<file path="src/sv/gmb_pkg.sv">
// Shared types and constants of the mixture background pixel block.
// No dependencies.
`default_nettype none
package gmb_pkg;

   localparam int unsigned SCALE       = 100;
   localparam int unsigned STEP_DIVISOR = 30000;
   localparam int unsigned NORM_TOTAL  = 10000;
   localparam int unsigned MEAN_SPAN   = 25500;
   localparam int unsigned STEP_BASE   = 5;
   localparam int unsigned ROUND_HALF  = 50;
   localparam int unsigned SPREAD_MAX  = 32767;
   localparam int unsigned SPREAD_STEP = 10;
   localparam int unsigned COUNTDOWN_RESET = 20;

   // x/30000 = ((x>>4) * STEP_RECIP) >> STEP_SHIFT, exact for x < 2^30
   localparam int unsigned STEP_PRESHIFT = 4;
   localparam int unsigned STEP_RECIP    = 73300776;
   localparam int unsigned STEP_SHIFT    = 37;
   // x/100 = (x * SCALE_RECIP) >> SCALE_SHIFT, exact for x < 43690
   localparam int unsigned SCALE_RECIP   = 41944;
   localparam int unsigned SCALE_SHIFT   = 22;

   localparam int unsigned DIV_N_W = 32;
   localparam int unsigned DIV_D_W = 20;

   typedef enum logic [2:0] {
      REG_UPDATE_PERIOD   = 3'd0,
      REG_INITIAL_SPREAD  = 3'd1,
      REG_MATCH_THRESHOLD = 3'd2,
      REG_TIGHT_THRESHOLD = 3'd3,
      REG_MINIMUM_SPREAD  = 3'd4,
      REG_WEIGHT_FLOOR    = 3'd5,
      REG_WEIGHT_REWARD   = 3'd6,
      REG_WEIGHT_DECAY    = 3'd7
   } reg_index_type;

   typedef struct packed {
      logic [5:0]  update_period;
      logic [14:0] initial_spread;
      logic [14:0] match_threshold;
      logic [14:0] tight_threshold;
      logic [14:0] minimum_spread;
      logic [13:0] weight_floor;
      logic [9:0]  weight_reward;
      logic [6:0]  weight_decay;
   } cfg_type;

   typedef enum logic [4:0] {
      ST_IDLE, ST_SCAN_START, ST_SCAN_WAIT, ST_SCAN_EVAL, ST_STEP_MUL, ST_STEP_START,
      ST_UPDATE, ST_DECAY, ST_FLOOR, ST_NORM_CHECK, ST_NMUL, ST_NSTART,
      ST_NWAIT, ST_NWRITE, ST_BUB_INIT, ST_BUBBLE, ST_BUB_END, ST_REP_INIT, ST_REPLACE,
      ST_BGV_START, ST_OUT
   } ctl_state_type;

   typedef enum logic [4:0] {
      OP_NONE, OP_LOAD, OP_SCAN_START, OP_SCAN_EVAL, OP_STEP_MUL, OP_STEP_START,
      OP_UPDATE, OP_DECAY, OP_FLOOR, OP_NMUL, OP_NSTART, OP_NWRITE, OP_BUB_INIT,
      OP_BUBBLE, OP_BUB_END, OP_REP_INIT, OP_REPLACE, OP_BGV_START, OP_OUT
   } dp_op_type;

   typedef struct packed {
      dp_op_type op;
   } dp_cmd_type;

   typedef struct packed {
      logic div_done;
      logic match;
      logic last;
      logic pair_last;
      logic free;
      logic rep_last;
      logic norm_due;
      logic sum_zero;
      logic out_free;
   } dp_status_type;

endpackage
`default_nettype wire

</file>
<file path="src/sv/gmb_req_if.sv">
// Request channel: one pixel sample.
// Depends on nothing.
`default_nettype none
interface gmb_req_if;
   logic       valid;
   logic       ready;
   logic [7:0] pixel;
   modport source (output valid, output pixel, input ready);
   modport sink (input valid, input pixel, output ready);
endinterface
`default_nettype wire

</file>
<file path="src/sv/gmb_rsp_if.sv">
// Response channel: background decision for one pixel sample.
// Depends on nothing.
`default_nettype none
interface gmb_rsp_if;
   logic       valid;
   logic       ready;
   logic       is_background;
   logic       matched;
   logic [7:0] background_value;
   modport source (output valid, output is_background, output matched,
                   output background_value, input ready);
   modport sink (input valid, input is_background, input matched,
                 input background_value, output ready);
endinterface
`default_nettype wire

</file>
<file path="src/sv/gmb_divider.sv">
// Shared restoring divider, one quotient bit per cycle.
// Uses gmb_pkg for widths.
`default_nettype none
module gmb_divider
   import gmb_pkg::*;
(
   input  wire logic               clock,
   input  wire logic               reset,
   input  wire logic               start,
   input  wire logic [DIV_N_W-1:0] dividend,
   input  wire logic [DIV_D_W-1:0] divisor,
   output logic [DIV_N_W-1:0]      quotient,
   output logic                    done
);
   localparam int unsigned CW = $clog2(DIV_N_W + 1);

   logic [DIV_N_W-1:0] quo_ff, quo_in;
   logic [DIV_D_W-1:0] rem_ff, rem_in;
   logic [DIV_D_W-1:0] dsr_ff, dsr_in;
   logic [CW-1:0]      cnt_ff, cnt_in;
   logic               done_ff, done_in;
   logic [DIV_D_W:0]   shifted;
   logic [DIV_D_W:0]   trial;

   always_comb begin
      shifted = {rem_ff, quo_ff[DIV_N_W-1]};
      trial   = shifted - {1'b0, dsr_ff};
      quo_in  = quo_ff;
      rem_in  = rem_ff;
      dsr_in  = dsr_ff;
      cnt_in  = cnt_ff;
      done_in = 1'b0;
      if (start) begin
         quo_in = dividend;
         rem_in = '0;
         dsr_in = divisor;
         cnt_in = CW'(DIV_N_W);
      end else if (cnt_ff != '0) begin
         if (shifted >= {1'b0, dsr_ff}) begin
            rem_in = trial[DIV_D_W-1:0];
            quo_in = {quo_ff[DIV_N_W-2:0], 1'b1};
         end else begin
            rem_in = shifted[DIV_D_W-1:0];
            quo_in = {quo_ff[DIV_N_W-2:0], 1'b0};
         end
         cnt_in  = cnt_ff - 1'b1;
         done_in = (cnt_ff == CW'(1));
      end
   end

   always_ff @(posedge clock) begin
      quo_ff <= quo_in;
      rem_ff <= rem_in;
      dsr_ff <= dsr_in;
      if (reset) begin
         cnt_ff  <= '0;
         done_ff <= 1'b0;
      end else begin
         cnt_ff  <= cnt_in;
         done_ff <= done_in;
      end
   end

   assign quotient = quo_ff;
   assign done     = done_ff;
endmodule
`default_nettype wire

</file>
<file path="src/sv/gmb_controller.sv">
// Sequencer of the mixture update: scan, update, normalize, reorder, replace.
// Uses gmb_pkg for state, command and status types.
`default_nettype none
module gmb_controller
   import gmb_pkg::*;
(
   input  wire logic          clock,
   input  wire logic          reset,
   input  wire logic          req_valid,
   input  dp_status_type      status,
   output logic               req_ready,
   output dp_cmd_type         cmd
);
   ctl_state_type state_ff, state_in;

   always_ff @(posedge clock) begin
      if (reset) begin
         state_ff <= ST_IDLE;
      end else begin
         state_ff <= state_in;
      end
   end

   always_comb begin
      state_in  = state_ff;
      cmd.op    = OP_NONE;
      req_ready = 1'b0;
      case (state_ff)
         ST_IDLE: begin
            req_ready = 1'b1;
            if (req_valid) begin
               cmd.op   = OP_LOAD;
               state_in = ST_SCAN_START;
            end
         end
         ST_SCAN_START: begin
            cmd.op   = OP_SCAN_START;
            state_in = ST_SCAN_WAIT;
         end
         ST_SCAN_WAIT: begin
            if (status.div_done) state_in = ST_SCAN_EVAL;
         end
         ST_SCAN_EVAL: begin
            cmd.op = OP_SCAN_EVAL;
            if (status.match) state_in = ST_STEP_MUL;
            else if (status.last) state_in = ST_REP_INIT;
            else state_in = ST_SCAN_START;
         end
         ST_STEP_MUL: begin
            cmd.op   = OP_STEP_MUL;
            state_in = ST_STEP_START;
         end
         ST_STEP_START: begin
            cmd.op   = OP_STEP_START;
            state_in = ST_UPDATE;
         end
         ST_UPDATE: begin
            cmd.op   = OP_UPDATE;
            state_in = ST_DECAY;
         end
         ST_DECAY: begin
            cmd.op   = OP_DECAY;
            state_in = status.norm_due ? ST_FLOOR : ST_BGV_START;
         end
         ST_FLOOR: begin
            cmd.op = OP_FLOOR;
            if (status.last) state_in = ST_NORM_CHECK;
         end
         ST_NORM_CHECK: begin
            state_in = status.sum_zero ? ST_BUB_INIT : ST_NMUL;
         end
         ST_NMUL: begin
            cmd.op   = OP_NMUL;
            state_in = ST_NSTART;
         end
         ST_NSTART: begin
            cmd.op   = OP_NSTART;
            state_in = ST_NWAIT;
         end
         ST_NWAIT: begin
            if (status.div_done) state_in = ST_NWRITE;
         end
         ST_NWRITE: begin
            cmd.op   = OP_NWRITE;
            state_in = status.last ? ST_BUB_INIT : ST_NMUL;
         end
         ST_BUB_INIT: begin
            cmd.op   = OP_BUB_INIT;
            state_in = ST_BUBBLE;
         end
         ST_BUBBLE: begin
            cmd.op = OP_BUBBLE;
            if (status.pair_last) state_in = ST_BUB_END;
         end
         ST_BUB_END: begin
            cmd.op   = OP_BUB_END;
            state_in = ST_BGV_START;
         end
         ST_REP_INIT: begin
            cmd.op   = OP_REP_INIT;
            state_in = ST_REPLACE;
         end
         ST_REPLACE: begin
            cmd.op = OP_REPLACE;
            if (status.free || status.rep_last) state_in = ST_BGV_START;
         end
         ST_BGV_START: begin
            cmd.op   = OP_BGV_START;
            state_in = ST_OUT;
         end
         ST_OUT: begin
            if (status.out_free) begin
               cmd.op   = OP_OUT;
               state_in = ST_IDLE;
            end
         end
         default: state_in = ST_IDLE;
      endcase
   end
endmodule
`default_nettype wire

</file>
<file path="src/sv/gmb_datapath.sv">
// Mode storage, arithmetic and response register of the background model.
// Uses gmb_pkg and gmb_divider.
`default_nettype none
module gmb_datapath
   import gmb_pkg::*;
#(
   parameter int unsigned MODES = 10
) (
   input  wire logic       clock,
   input  wire logic       reset,
   input  dp_cmd_type      cmd,
   input  cfg_type         cfg,
   input  wire logic [7:0] req_pixel,
   input  wire logic       rsp_ready,
   output dp_status_type   status,
   output logic            rsp_valid,
   output logic            rsp_is_background,
   output logic            rsp_matched,
   output logic [7:0]      rsp_background_value
);
   localparam int unsigned IW  = $clog2(MODES);
   localparam int unsigned AVG = NORM_TOTAL / MODES;

   logic signed [15:0] mean_ff   [MODES];
   logic [14:0]        spread_ff [MODES];
   logic [15:0]        weight_ff [MODES];

   logic [14:0]   value_ff;
   logic [IW-1:0] ptr_ff, cnt_ff, rp_ff;
   logic          neg_ff;
   logic [14:0]   dist_ff;
   logic [29:0]   prod_ff;
   logic [15:0]   step_ff;
   logic [7:0]    bgv_ff;
   logic [19:0]   sum_ff;
   logic [5:0]    countdown_ff;
   logic signed [15:0] c_mean_ff;
   logic [14:0]   c_spread_ff;
   logic [15:0]   c_weight_ff;
   logic          bg_ff, hit_ff;
   logic          out_valid_ff, out_bg_ff, out_hit_ff;
   logic [7:0]    out_val_ff;

   logic               div_start;
   logic [DIV_N_W-1:0] div_n;
   logic [DIV_D_W-1:0] div_d;
   logic [DIV_N_W-1:0] quo;
   logic               div_done;

   gmb_divider u_div (
      .clock, .reset, .start(div_start), .dividend(div_n), .divisor(div_d),
      .quotient(quo), .done(div_done)
   );

   logic [IW-1:0]      rd_idx, ptr_next, rp_next;
   logic signed [15:0] rd_mean;
   logic [14:0]        rd_spread;
   logic [15:0]        rd_weight;
   logic signed [16:0] diff;
   logic signed [24:0] num;
   logic [23:0]        num_mag;
   logic [14:0]        dist_sat;
   logic               match;
   logic signed [17:0] step, mnew;
   logic signed [16:0] snew;
   logic [16:0]        wrew;
   logic [15:0]        wfloor;
   logic               swap;
   logic signed [16:0] bgv;
   logic [52:0]        step_prod;
   logic [31:0]        bgv_prod;
   logic [9:0]         bgv_quo;

   always_comb begin
      rd_idx    = (cmd.op == OP_BUBBLE) ? IW'(ptr_ff + 1'b1) : ptr_ff;
      rd_mean   = mean_ff[rd_idx];
      rd_spread = spread_ff[rd_idx];
      rd_weight = weight_ff[rd_idx];
      ptr_next  = (ptr_ff == IW'(MODES - 1)) ? '0 : IW'(ptr_ff + 1'b1);
      rp_next   = ptr_next;

      diff    = $signed({2'b00, value_ff}) - 17'(rd_mean);
      num     = 25'(diff) * 25'sd100;
      num_mag = num[24] ? 24'(-num) : num[23:0];

      dist_sat = (quo > DIV_N_W'(SPREAD_MAX)) ? 15'(SPREAD_MAX) : quo[14:0];
      match    = (dist_sat <= cfg.match_threshold);

      // spread*distance/30000 by reciprocal multiplication
      step_prod = 53'(prod_ff >> STEP_PRESHIFT) * 53'(STEP_RECIP);

      // mean moves toward the sample; zero quotient counts as upward
      step = $signed(18'(STEP_BASE) + 18'(step_ff));
      mnew = neg_ff ? 18'(rd_mean) - step : 18'(rd_mean) + step;
      if (mnew > 18'sd32767) mnew = 18'sd32767;
      if (mnew < -18'sd32768) mnew = -18'sd32768;

      if (dist_ff < cfg.tight_threshold) begin
         snew = $signed({2'b00, rd_spread}) - 17'(SPREAD_STEP);
         if (snew < $signed({2'b00, cfg.minimum_spread}))
            snew = $signed({2'b00, cfg.minimum_spread});
      end else begin
         snew = $signed({2'b00, rd_spread}) + 17'(SPREAD_STEP);
         if (snew > 17'(SPREAD_MAX)) snew = 17'(SPREAD_MAX);
      end

      wrew = 17'(rd_weight) + 17'(cfg.weight_reward);
      if (wrew[16]) wrew = 17'h0FFFF;

      wfloor = (rd_weight < 16'(cfg.weight_floor)) ? 16'(cfg.weight_floor) : rd_weight;
      swap   = (rd_weight > 16'(AVG)) && (c_weight_ff < rd_weight);

      // rounded mean of the first mode, divided by 100 via reciprocal
      bgv      = 17'(mean_ff[0]) + 17'(ROUND_HALF);
      bgv_prod = 32'(bgv[15:0]) * 32'(SCALE_RECIP);
      bgv_quo  = (bgv <= 0) ? '0 : 10'(bgv_prod >> SCALE_SHIFT);

      div_start = 1'b0;
      div_n     = '0;
      div_d     = 20'd1;
      case (cmd.op)
         OP_SCAN_START: begin
            div_start = 1'b1;
            div_n     = DIV_N_W'(num_mag);
            div_d     = (rd_spread == '0) ? 20'd1 : 20'(rd_spread);
         end
         OP_NSTART: begin
            div_start = 1'b1;
            div_n     = DIV_N_W'(prod_ff);
            div_d     = sum_ff;
         end
         default: ;
      endcase

      status.div_done  = div_done;
      status.match     = match;
      status.last      = (ptr_ff == IW'(MODES - 1));
      status.pair_last = (ptr_ff == IW'(MODES - 2));
      status.free      = (rd_weight <= 16'(AVG));
      status.rep_last  = (cnt_ff == IW'(MODES - 1));
      status.norm_due  = (countdown_ff <= 6'd1);
      status.sum_zero  = (sum_ff == '0);
      status.out_free  = !out_valid_ff || rsp_ready;
   end

   always_ff @(posedge clock) begin
      if (reset) begin
         for (int i = 0; i < MODES; i++) begin
            mean_ff[i]   <= 16'(MEAN_SPAN * i / MODES);
            spread_ff[i] <= 15'd1000;
            weight_ff[i] <= 16'(AVG);
         end
         countdown_ff <= 6'(COUNTDOWN_RESET);
         rp_ff        <= '0;
         ptr_ff       <= '0;
         cnt_ff       <= '0;
         out_valid_ff <= 1'b0;
         bg_ff        <= 1'b0;
         hit_ff       <= 1'b0;
      end else begin
         if (cmd.op == OP_OUT) begin
            out_valid_ff <= 1'b1;
         end else if (rsp_ready) begin
            out_valid_ff <= 1'b0;
         end
         case (cmd.op)
            OP_LOAD: begin
               value_ff <= 15'(req_pixel * 15'd100);
               ptr_ff   <= '0;
               bg_ff    <= 1'b0;
               hit_ff   <= 1'b0;
            end
            OP_SCAN_START: neg_ff <= num[24];
            OP_SCAN_EVAL: begin
               dist_ff <= dist_sat;
               neg_ff  <= neg_ff && (quo != '0);
               if (!match) ptr_ff <= ptr_next;
            end
            OP_STEP_MUL: prod_ff <= 30'(rd_spread * dist_ff);
            OP_STEP_START: step_ff <= 16'(step_prod >> STEP_SHIFT);
            OP_UPDATE: begin
               mean_ff[ptr_ff]   <= mnew[15:0];
               spread_ff[ptr_ff] <= snew[14:0];
               weight_ff[ptr_ff] <= wrew[15:0];
               bg_ff             <= (rd_weight >= 16'(AVG));
               hit_ff            <= 1'b1;
            end
            OP_DECAY: begin
               for (int k = 0; k < MODES; k++) begin
                  weight_ff[k] <= (weight_ff[k] > 16'(cfg.weight_decay)) ?
                                  weight_ff[k] - 16'(cfg.weight_decay) : '0;
               end
               countdown_ff <= (countdown_ff <= 6'd1) ? cfg.update_period
                                                       : countdown_ff - 1'b1;
               ptr_ff <= '0;
               sum_ff <= '0;
            end
            OP_FLOOR: begin
               weight_ff[ptr_ff] <= wfloor;
               sum_ff            <= sum_ff + 20'(wfloor);
               ptr_ff            <= ptr_next;
            end
            OP_NMUL: prod_ff <= 30'(rd_weight * 14'd10000);
            OP_NWRITE: begin
               weight_ff[ptr_ff] <= quo[15:0];
               ptr_ff            <= ptr_next;
            end
            OP_BUB_INIT: begin
               c_mean_ff   <= mean_ff[0];
               c_spread_ff <= spread_ff[0];
               c_weight_ff <= weight_ff[0];
               ptr_ff      <= '0;
            end
            OP_BUBBLE: begin
               // the carried entry keeps sinking while the next one outranks it
               if (swap) begin
                  mean_ff[ptr_ff]   <= rd_mean;
                  spread_ff[ptr_ff] <= rd_spread;
                  weight_ff[ptr_ff] <= rd_weight;
               end else begin
                  mean_ff[ptr_ff]   <= c_mean_ff;
                  spread_ff[ptr_ff] <= c_spread_ff;
                  weight_ff[ptr_ff] <= c_weight_ff;
                  c_mean_ff         <= rd_mean;
                  c_spread_ff       <= rd_spread;
                  c_weight_ff       <= rd_weight;
               end
               ptr_ff <= ptr_next;
            end
            OP_BUB_END: begin
               mean_ff[ptr_ff]   <= c_mean_ff;
               spread_ff[ptr_ff] <= c_spread_ff;
               weight_ff[ptr_ff] <= c_weight_ff;
            end
            OP_REP_INIT: begin
               ptr_ff <= rp_ff;
               cnt_ff <= '0;
            end
            OP_REPLACE: begin
               if (rd_weight <= 16'(AVG)) begin
                  mean_ff[ptr_ff]   <= $signed({1'b0, value_ff});
                  spread_ff[ptr_ff] <= cfg.initial_spread;
                  rp_ff             <= rp_next;
               end else begin
                  ptr_ff <= ptr_next;
                  cnt_ff <= cnt_ff + 1'b1;
               end
            end
            OP_BGV_START: bgv_ff <= (bgv_quo > 10'd255) ? 8'd255 : bgv_quo[7:0];
            OP_OUT: begin
               out_bg_ff  <= bg_ff;
               out_hit_ff <= hit_ff;
               out_val_ff <= bgv_ff;
            end
            default: ;
         endcase
      end
   end

   assign rsp_valid            = out_valid_ff;
   assign rsp_is_background    = out_bg_ff;
   assign rsp_matched          = out_hit_ff;
   assign rsp_background_value = out_val_ff;
endmodule
`default_nettype wire

</file>
<file path="src/sv/gaussian_mixture_background_pixel.sv">
// Each request scans the modes in order (one serial division each), then either
// updates the matched mode (with a normalize and reorder pass when due) or
// replaces a light mode; the background value and the response register
// follow.
// Requests are taken one at a time; the shared serial divider sets the rate.
// Reset (synchronous, active high) loads register defaults and the initial modes.
`default_nettype none
module gaussian_mixture_background_pixel
   import gmb_pkg::*;
#(
   parameter int unsigned MODES = 10
) (
   input  wire logic        clock,
   input  wire logic        reset,
   gmb_req_if.sink          req_bus,
   gmb_rsp_if.source        rsp_bus,
   input  wire logic        psel,
   input  wire logic        penable,
   input  wire logic        pwrite,
   input  wire logic [4:0]  paddr,
   input  wire logic [31:0] pwdata,
   output logic [31:0]      prdata,
   output logic             pready
);
   // config registers, 4-byte stride
   cfg_type       cfg_ff;
   reg_index_type widx;
   reg_index_type ridx;

   assign pready = 1'b1;
   assign widx   = reg_index_type'(paddr[4:2]);
   assign ridx   = reg_index_type'(paddr[4:2]);

   always_ff @(posedge clock) begin
      if (reset) begin
         cfg_ff.update_period   <= 6'd20;
         cfg_ff.initial_spread  <= 15'd1000;
         cfg_ff.match_threshold <= 15'd258;
         cfg_ff.tight_threshold <= 15'd60;
         cfg_ff.minimum_spread  <= 15'd200;
         cfg_ff.weight_floor    <= 14'd120;
         cfg_ff.weight_reward   <= 10'd20;
         cfg_ff.weight_decay    <= 7'd2;
      end else if (psel && penable && pwrite) begin
         case (widx)
            REG_UPDATE_PERIOD:   cfg_ff.update_period   <= pwdata[5:0];
            REG_INITIAL_SPREAD:  cfg_ff.initial_spread  <= pwdata[14:0];
            REG_MATCH_THRESHOLD: cfg_ff.match_threshold <= pwdata[14:0];
            REG_TIGHT_THRESHOLD: cfg_ff.tight_threshold <= pwdata[14:0];
            REG_MINIMUM_SPREAD:  cfg_ff.minimum_spread  <= pwdata[14:0];
            REG_WEIGHT_FLOOR:    cfg_ff.weight_floor    <= pwdata[13:0];
            REG_WEIGHT_REWARD:   cfg_ff.weight_reward   <= pwdata[9:0];
            REG_WEIGHT_DECAY:    cfg_ff.weight_decay    <= pwdata[6:0];
            default: ;
         endcase
      end
   end

   always_comb begin
      case (ridx)
         REG_UPDATE_PERIOD:   prdata = 32'(cfg_ff.update_period);
         REG_INITIAL_SPREAD:  prdata = 32'(cfg_ff.initial_spread);
         REG_MATCH_THRESHOLD: prdata = 32'(cfg_ff.match_threshold);
         REG_TIGHT_THRESHOLD: prdata = 32'(cfg_ff.tight_threshold);
         REG_MINIMUM_SPREAD:  prdata = 32'(cfg_ff.minimum_spread);
         REG_WEIGHT_FLOOR:    prdata = 32'(cfg_ff.weight_floor);
         REG_WEIGHT_REWARD:   prdata = 32'(cfg_ff.weight_reward);
         REG_WEIGHT_DECAY:    prdata = 32'(cfg_ff.weight_decay);
         default:             prdata = '0;
      endcase
   end

   // controller drives one datapath command per cycle, OP_NONE while it waits on the divider or the output
   dp_cmd_type    cmd;
   dp_status_type status;

   gmb_controller u_ctl (
      .clock, .reset, .req_valid(req_bus.valid), .status,
      .req_ready(req_bus.ready), .cmd
   );

   // response register lets the next request start while a result waits
   gmb_datapath #(.MODES(MODES)) u_dp (
      .clock, .reset, .cmd, .cfg(cfg_ff), .req_pixel(req_bus.pixel),
      .rsp_ready(rsp_bus.ready), .status,
      .rsp_valid(rsp_bus.valid), .rsp_is_background(rsp_bus.is_background),
      .rsp_matched(rsp_bus.matched), .rsp_background_value(rsp_bus.background_value)
   );
endmodule
`default_nettype wire

</file>
<file path="src/flat_wrapper.sv">
// flat-port wrapper written by rule: the top's interface ports become plain ports
module gaussian_mixture_background_pixel_flat import gmb_pkg::*;
#(
   parameter int unsigned MODES = 10
)
  (clock, reset, psel, penable, pwrite, paddr, pwdata, prdata, pready, req_bus_valid, req_bus_pixel, req_bus_ready, rsp_bus_valid, rsp_bus_is_background, rsp_bus_matched, rsp_bus_background_value, rsp_bus_ready);
  gmb_req_if req_bus_i ();
  gmb_rsp_if rsp_bus_i ();
  input  wire logic clock;
  input  wire logic reset;
  input  wire logic psel;
  input  wire logic penable;
  input  wire logic pwrite;
  input  wire logic [4:0] paddr;
  input  wire logic [31:0] pwdata;
  output logic [31:0] prdata;
  output logic pready;
  input wire logic [$bits(req_bus_i.valid)-1:0] req_bus_valid;
  input wire logic [$bits(req_bus_i.pixel)-1:0] req_bus_pixel;
  output wire logic [$bits(req_bus_i.ready)-1:0] req_bus_ready;
  output wire logic [$bits(rsp_bus_i.valid)-1:0] rsp_bus_valid;
  output wire logic [$bits(rsp_bus_i.is_background)-1:0] rsp_bus_is_background;
  output wire logic [$bits(rsp_bus_i.matched)-1:0] rsp_bus_matched;
  output wire logic [$bits(rsp_bus_i.background_value)-1:0] rsp_bus_background_value;
  input wire logic [$bits(rsp_bus_i.ready)-1:0] rsp_bus_ready;
  assign req_bus_i.valid = req_bus_valid;
  assign req_bus_i.pixel = req_bus_pixel;
  assign req_bus_ready = req_bus_i.ready;
  assign rsp_bus_valid = rsp_bus_i.valid;
  assign rsp_bus_is_background = rsp_bus_i.is_background;
  assign rsp_bus_matched = rsp_bus_i.matched;
  assign rsp_bus_background_value = rsp_bus_i.background_value;
  assign rsp_bus_i.ready = rsp_bus_ready;
  gaussian_mixture_background_pixel #(.MODES(MODES)) u_core (.clock(clock), .reset(reset), .req_bus(req_bus_i), .rsp_bus(rsp_bus_i), .psel(psel), .penable(penable), .pwrite(pwrite), .paddr(paddr), .pwdata(pwdata), .prdata(prdata), .pready(pready));
endmodule
</file>
<file path="config.mk">
export PLATFORM = sky130hd
export DESIGN_NAME = gaussian_mixture_background_pixel_flat
export DESIGN_NICKNAME = d
export VERILOG_FILES = /design/src/sv/gmb_pkg.sv /design/src/sv/gmb_req_if.sv /design/src/sv/gmb_rsp_if.sv /design/src/sv/gmb_divider.sv /design/src/sv/gmb_controller.sv /design/src/sv/gmb_datapath.sv /design/src/sv/gaussian_mixture_background_pixel.sv /design/src/flat_wrapper.sv
export SDC_FILE = /design/constraint.sdc
export NUM_CORES = 2
export LEC_CHECK = 0
export BUFFER_PORTS_ARGS = -buffer_cell sky130_fd_sc_hd__buf_2
export CAP_MARGIN = 20
export CORE_MARGIN = 5
export CORE_UTILIZATION = 35
export CTS_BUF_LIST = sky130_fd_sc_hd__clkbuf_16
export CTS_CLUSTER_DIAMETER = 100
export DETAILED_ROUTE_END_ITERATION = 7
export RECOVER_POWER = 100
export SLEW_MARGIN = 40
export SYNTH_ARGS = -nofsm -noshare
export SYNTH_HDL_FRONTEND = slang
export SYNTH_SLANG_ARGS = --single-unit
export TNS_END_PERCENT = 1
</file>
<file path="constraint.sdc">
create_clock -name clock -period 13.71 [get_ports clock]
set_clock_uncertainty 0.05 [all_clocks]
set_input_delay 2.742 -clock clock [delete_from_list [all_inputs] [get_ports clock]]
set_output_delay 2.742 -clock clock [all_outputs]
set_load 0.05 [all_outputs]
</file>
==> summary.md <==
| Metric | Value |
|---|---|
| Status | `finished, violations left` |
| Failing checks | `capacitance limit, slew limit` |
| Max Fclk | `0.0817 GHz` |
| Routed len/inst | `24.6 um` |
| Met2 routed WL | `135000 um` |
| Die H | `516 um` |
| Worst Max-Slew Pin Slew | `3.45 ns` |
| Mean Syn Cell Area | `10.7 um^2` |
| Most common cell after layout, fill and taps aside | `inv_1` |
| First-pass GRT wire length | `431000 um` |
| Htree depth | `3` |
| Via count | `67.1k` |
| First DRT Iteration DRCs | `6843` |
| Slew HR | `-130%` |
| Largest net degree at the start of global routing | `84` |
| Row count | `185` |
| DR pass1 iterations | `6` |
| Root Buffer | `clkbuf_16` |
| Setup bufs post-CTS | `0` |
| Seq/Total Area, Yosys | `35.7%` |
| Crit path launch type | `flop` |
| Initial antenna violation count | `16` |
| Fin crit period | `12.24 ns` |
| Post-route clock period utilization | `89.3%` |
| Global-route usage over all layers | `21.4%` |
| Core Region | `254000 um^2` |
| Final #Nets | `9832` |
| Final WS setup | `1.47 ns` |
| Synth Flop Type | `edfxtp_1` |
| Hold Vio Cnt, Final | `0` |
| Clock-pin slew on the worst setup and hold paths | `0.06 ns` |
| Pre-CTS setup slack | `2.70 ns` |
| Clock tree buffer depth | `3` |
| Total length of routed wires | `291000 um` |
| Layout area overhead | `8.91%` |
| Clock sink total | `1114` |
| Die ar. | `266000 um^2` |
| Placed Cells | `11.6k` |
| Hold crit path type | `reg -> reg` |
| GP Congestion | `0.957` |
| Crit end category | `flop` |
| Post-route antenna net violation count | `0` |
| Worst-Skew Late Latency | `0.83 ns` |
| Fin Setup TNS | `0 ns` |
| Register bit total from synthesis | `1114` |
| Worst Path Required | `14.08 ns` |
| CP Class | `reg -> reg` |
| CTS resizes | `0` |
| TritonCTS Buffers | `119` |
| DRC | `0` |
| Post-synth EDFFs | `964` |
| Initial core utilization | `35.2%` |
| Vias in the first global route | `66.5k` |
| Routed vias/inst | `5.66` |
| Synthesized instance count | `8390` |
| Post-synthesis instance area | `89500 um^2` |
| Io pins | `97` |
| IO Port Bufs | `59` |
| Setup violations, final | `0` |
| HPWL after detailed placement | `217000 um` |
| Hold buffer count at cts | `0` |
| Distinct cells, synth | `115` |
| Uppermost layer routed | `met5` |
| Share of cells above drive strength 1 | `7.59%` |
| Critical path arrival | `12.60 ns` |
| Final-report max-slew violation count | `805` |
| Post-layout util | `38.3%` |
| CTS tree | `yes` |
| GR Overflow Total | `0` |
| RSZ-0062 raised after global routing | `no` |
| Wire length on met1 | `118000 um` |
| Max cap viols | `36` |
| Async S/R FF share, synth | `0%` |
| Most frequent cells in the layout | `1034 x inv_1, 964 x edfxtp_1, 868 x ha_1, 758 x nand2_1, 547 x fa_1` |
| Yosys warnings | `0` |
| Die Wd | `516 um` |
| Routed length on met3 | `24100 um` |
| Non-filler cells in the finished layout | `11.8k` |
| Crit Path Max Fanout | `59` |
==> stage by stage <==
stage	instance area, um^2	hold slack, ns
CTS	98100	0.376
global route	97500	0.383
finish	97500	0.373
floorplan	89600	0.350
detailed placement	94100	0.362
global placement	93900	0.358
==> synthesized netlist by cell type (all sizes together), types with 59 or more instances <==
library cell	number	area share [%]
a211oi	80	0.69
a21o	124	1.0
a21oi	434	2.5
and2	112	0.79
buf	139	0.83
clkbuf	246	1.0
dfxtp	150	3.4
edfxtp	964	32
fa	547	12
ha	868	12
inv	1015	4.3
mux2i	106	1.2
mux4	221	5.6
nand2	764	3.2
nand2b	95	0.66
nand3	128	0.72
nand4	59	0.41
nor2	531	2.3
nor2b	71	0.50
nor3	133	0.76
nor4	79	0.55
o211ai	60	0.51
o21ai	259	1.5
o22ai	147	1.0
xnor2	230	2.3
xor2	154	1.5
==> critical path, cell delays in order (launching register included) <==
cell and delay, ns:
dfxtp_4 0.63, inv_1 0.74, ha_1 0.99, nand3_1 0.14, buf_4 0.28, nand2_8 0.43, clkbuf_1 0.79, buf_12 0.40
mux4_2 0.43, mux4_2 0.75, inv_1 0.57, ha_1 0.27, inv_1 0.05, o211ai_1 0.34, o22a_1 0.23, o31ai_1 0.22
a21oi_1 0.31, o21a_1 0.15, clkbuf_1 1.35, nor2_1 0.31, nand3_1 0.21, clkbuf_1 0.97, nand2_1 0.41, buf_4 0.57
==> state kept, by name, summed over array words and instances (netlist names), 5 cells and up <==
signal                            cells
u_core.u_dp.step_ff                  16
u_core.u_ctl.state_ff                 5
u_core.u_dp.value_ff                 13
u_core.u_dp.countdown_ff              6
u_core.u_dp.dist_ff                  15
u_core.u_dp.weight_ff               256
u_core.u_dp.mean_ff                 256
u_core.u_dp.rsp_background_value      8
u_core.cfg_ff                        97
u_core.u_dp.c_mean_ff                16
u_core.u_dp.u_div.dsr_ff             20
u_core.u_dp.c_spread_ff              15
u_core.u_dp.u_div.cnt_ff              6
u_core.u_dp.bgv_ff                    8
u_core.u_dp.prod_ff                  30
u_core.u_dp.sum_ff                   20
u_core.u_dp.u_div.rem_ff             20
u_core.u_dp.spread_ff               240
u_core.u_dp.c_weight_ff              16
u_core.u_dp.u_div.quotient           32
==> worst paths after layout <==
kind                                                            end  slack, ns  depth (start not counted)             startpoint
worst max-delay path                      u_core.u_dp.mean_ff[2][9]       1.47                         23  u_core.u_dp.ptr_ff[0]
worst min-delay path            u_core.u_dp.rsp_background_value[5]       0.37                          0  u_core.u_dp.bgv_ff[5]
worst max register to register            u_core.u_dp.mean_ff[2][9]       1.47                         23  u_core.u_dp.ptr_ff[0]
worst min register to register  u_core.u_dp.rsp_background_value[5]       0.37                          0  u_core.u_dp.bgv_ff[5]
==> layer usage <==
layer  up-vias  track usage [%]
li1      29800                -
met1     33800             28.3
met2      2925             34.9
met3       595             3.41
met4         6             9.31
met5         -                0
==> layout make-up <==
class / instances / area, um^2
fillers: 24600 / 157000
multi-input cells: 5889 / 52200
flip-flops and latches: 1114 / 32000
well taps: 3366 / 4210
inverters: 1018 / 3820
clock buffers: 124 / 3100
repair buffers: 223 / 1270
clock inverters: 100 / 878
diodes: 10 / 25.0
==> kinds of logic after synthesis <==
logic type	synth area share, %
adder cells (fa/ha/maj)	24.4
buffers and inverters	6.13
AO/OA/AOI/OAI	11.6
other	0.00839
multiplexers	7.01
AND/OR/NAND/NOR	11.3
flip-flops	35.7
XOR/XNOR	3.82
Power is left out: the tool's default activity adds up to more than one toggle a clock period on the data nets, which glitch-free logic cannot reach.
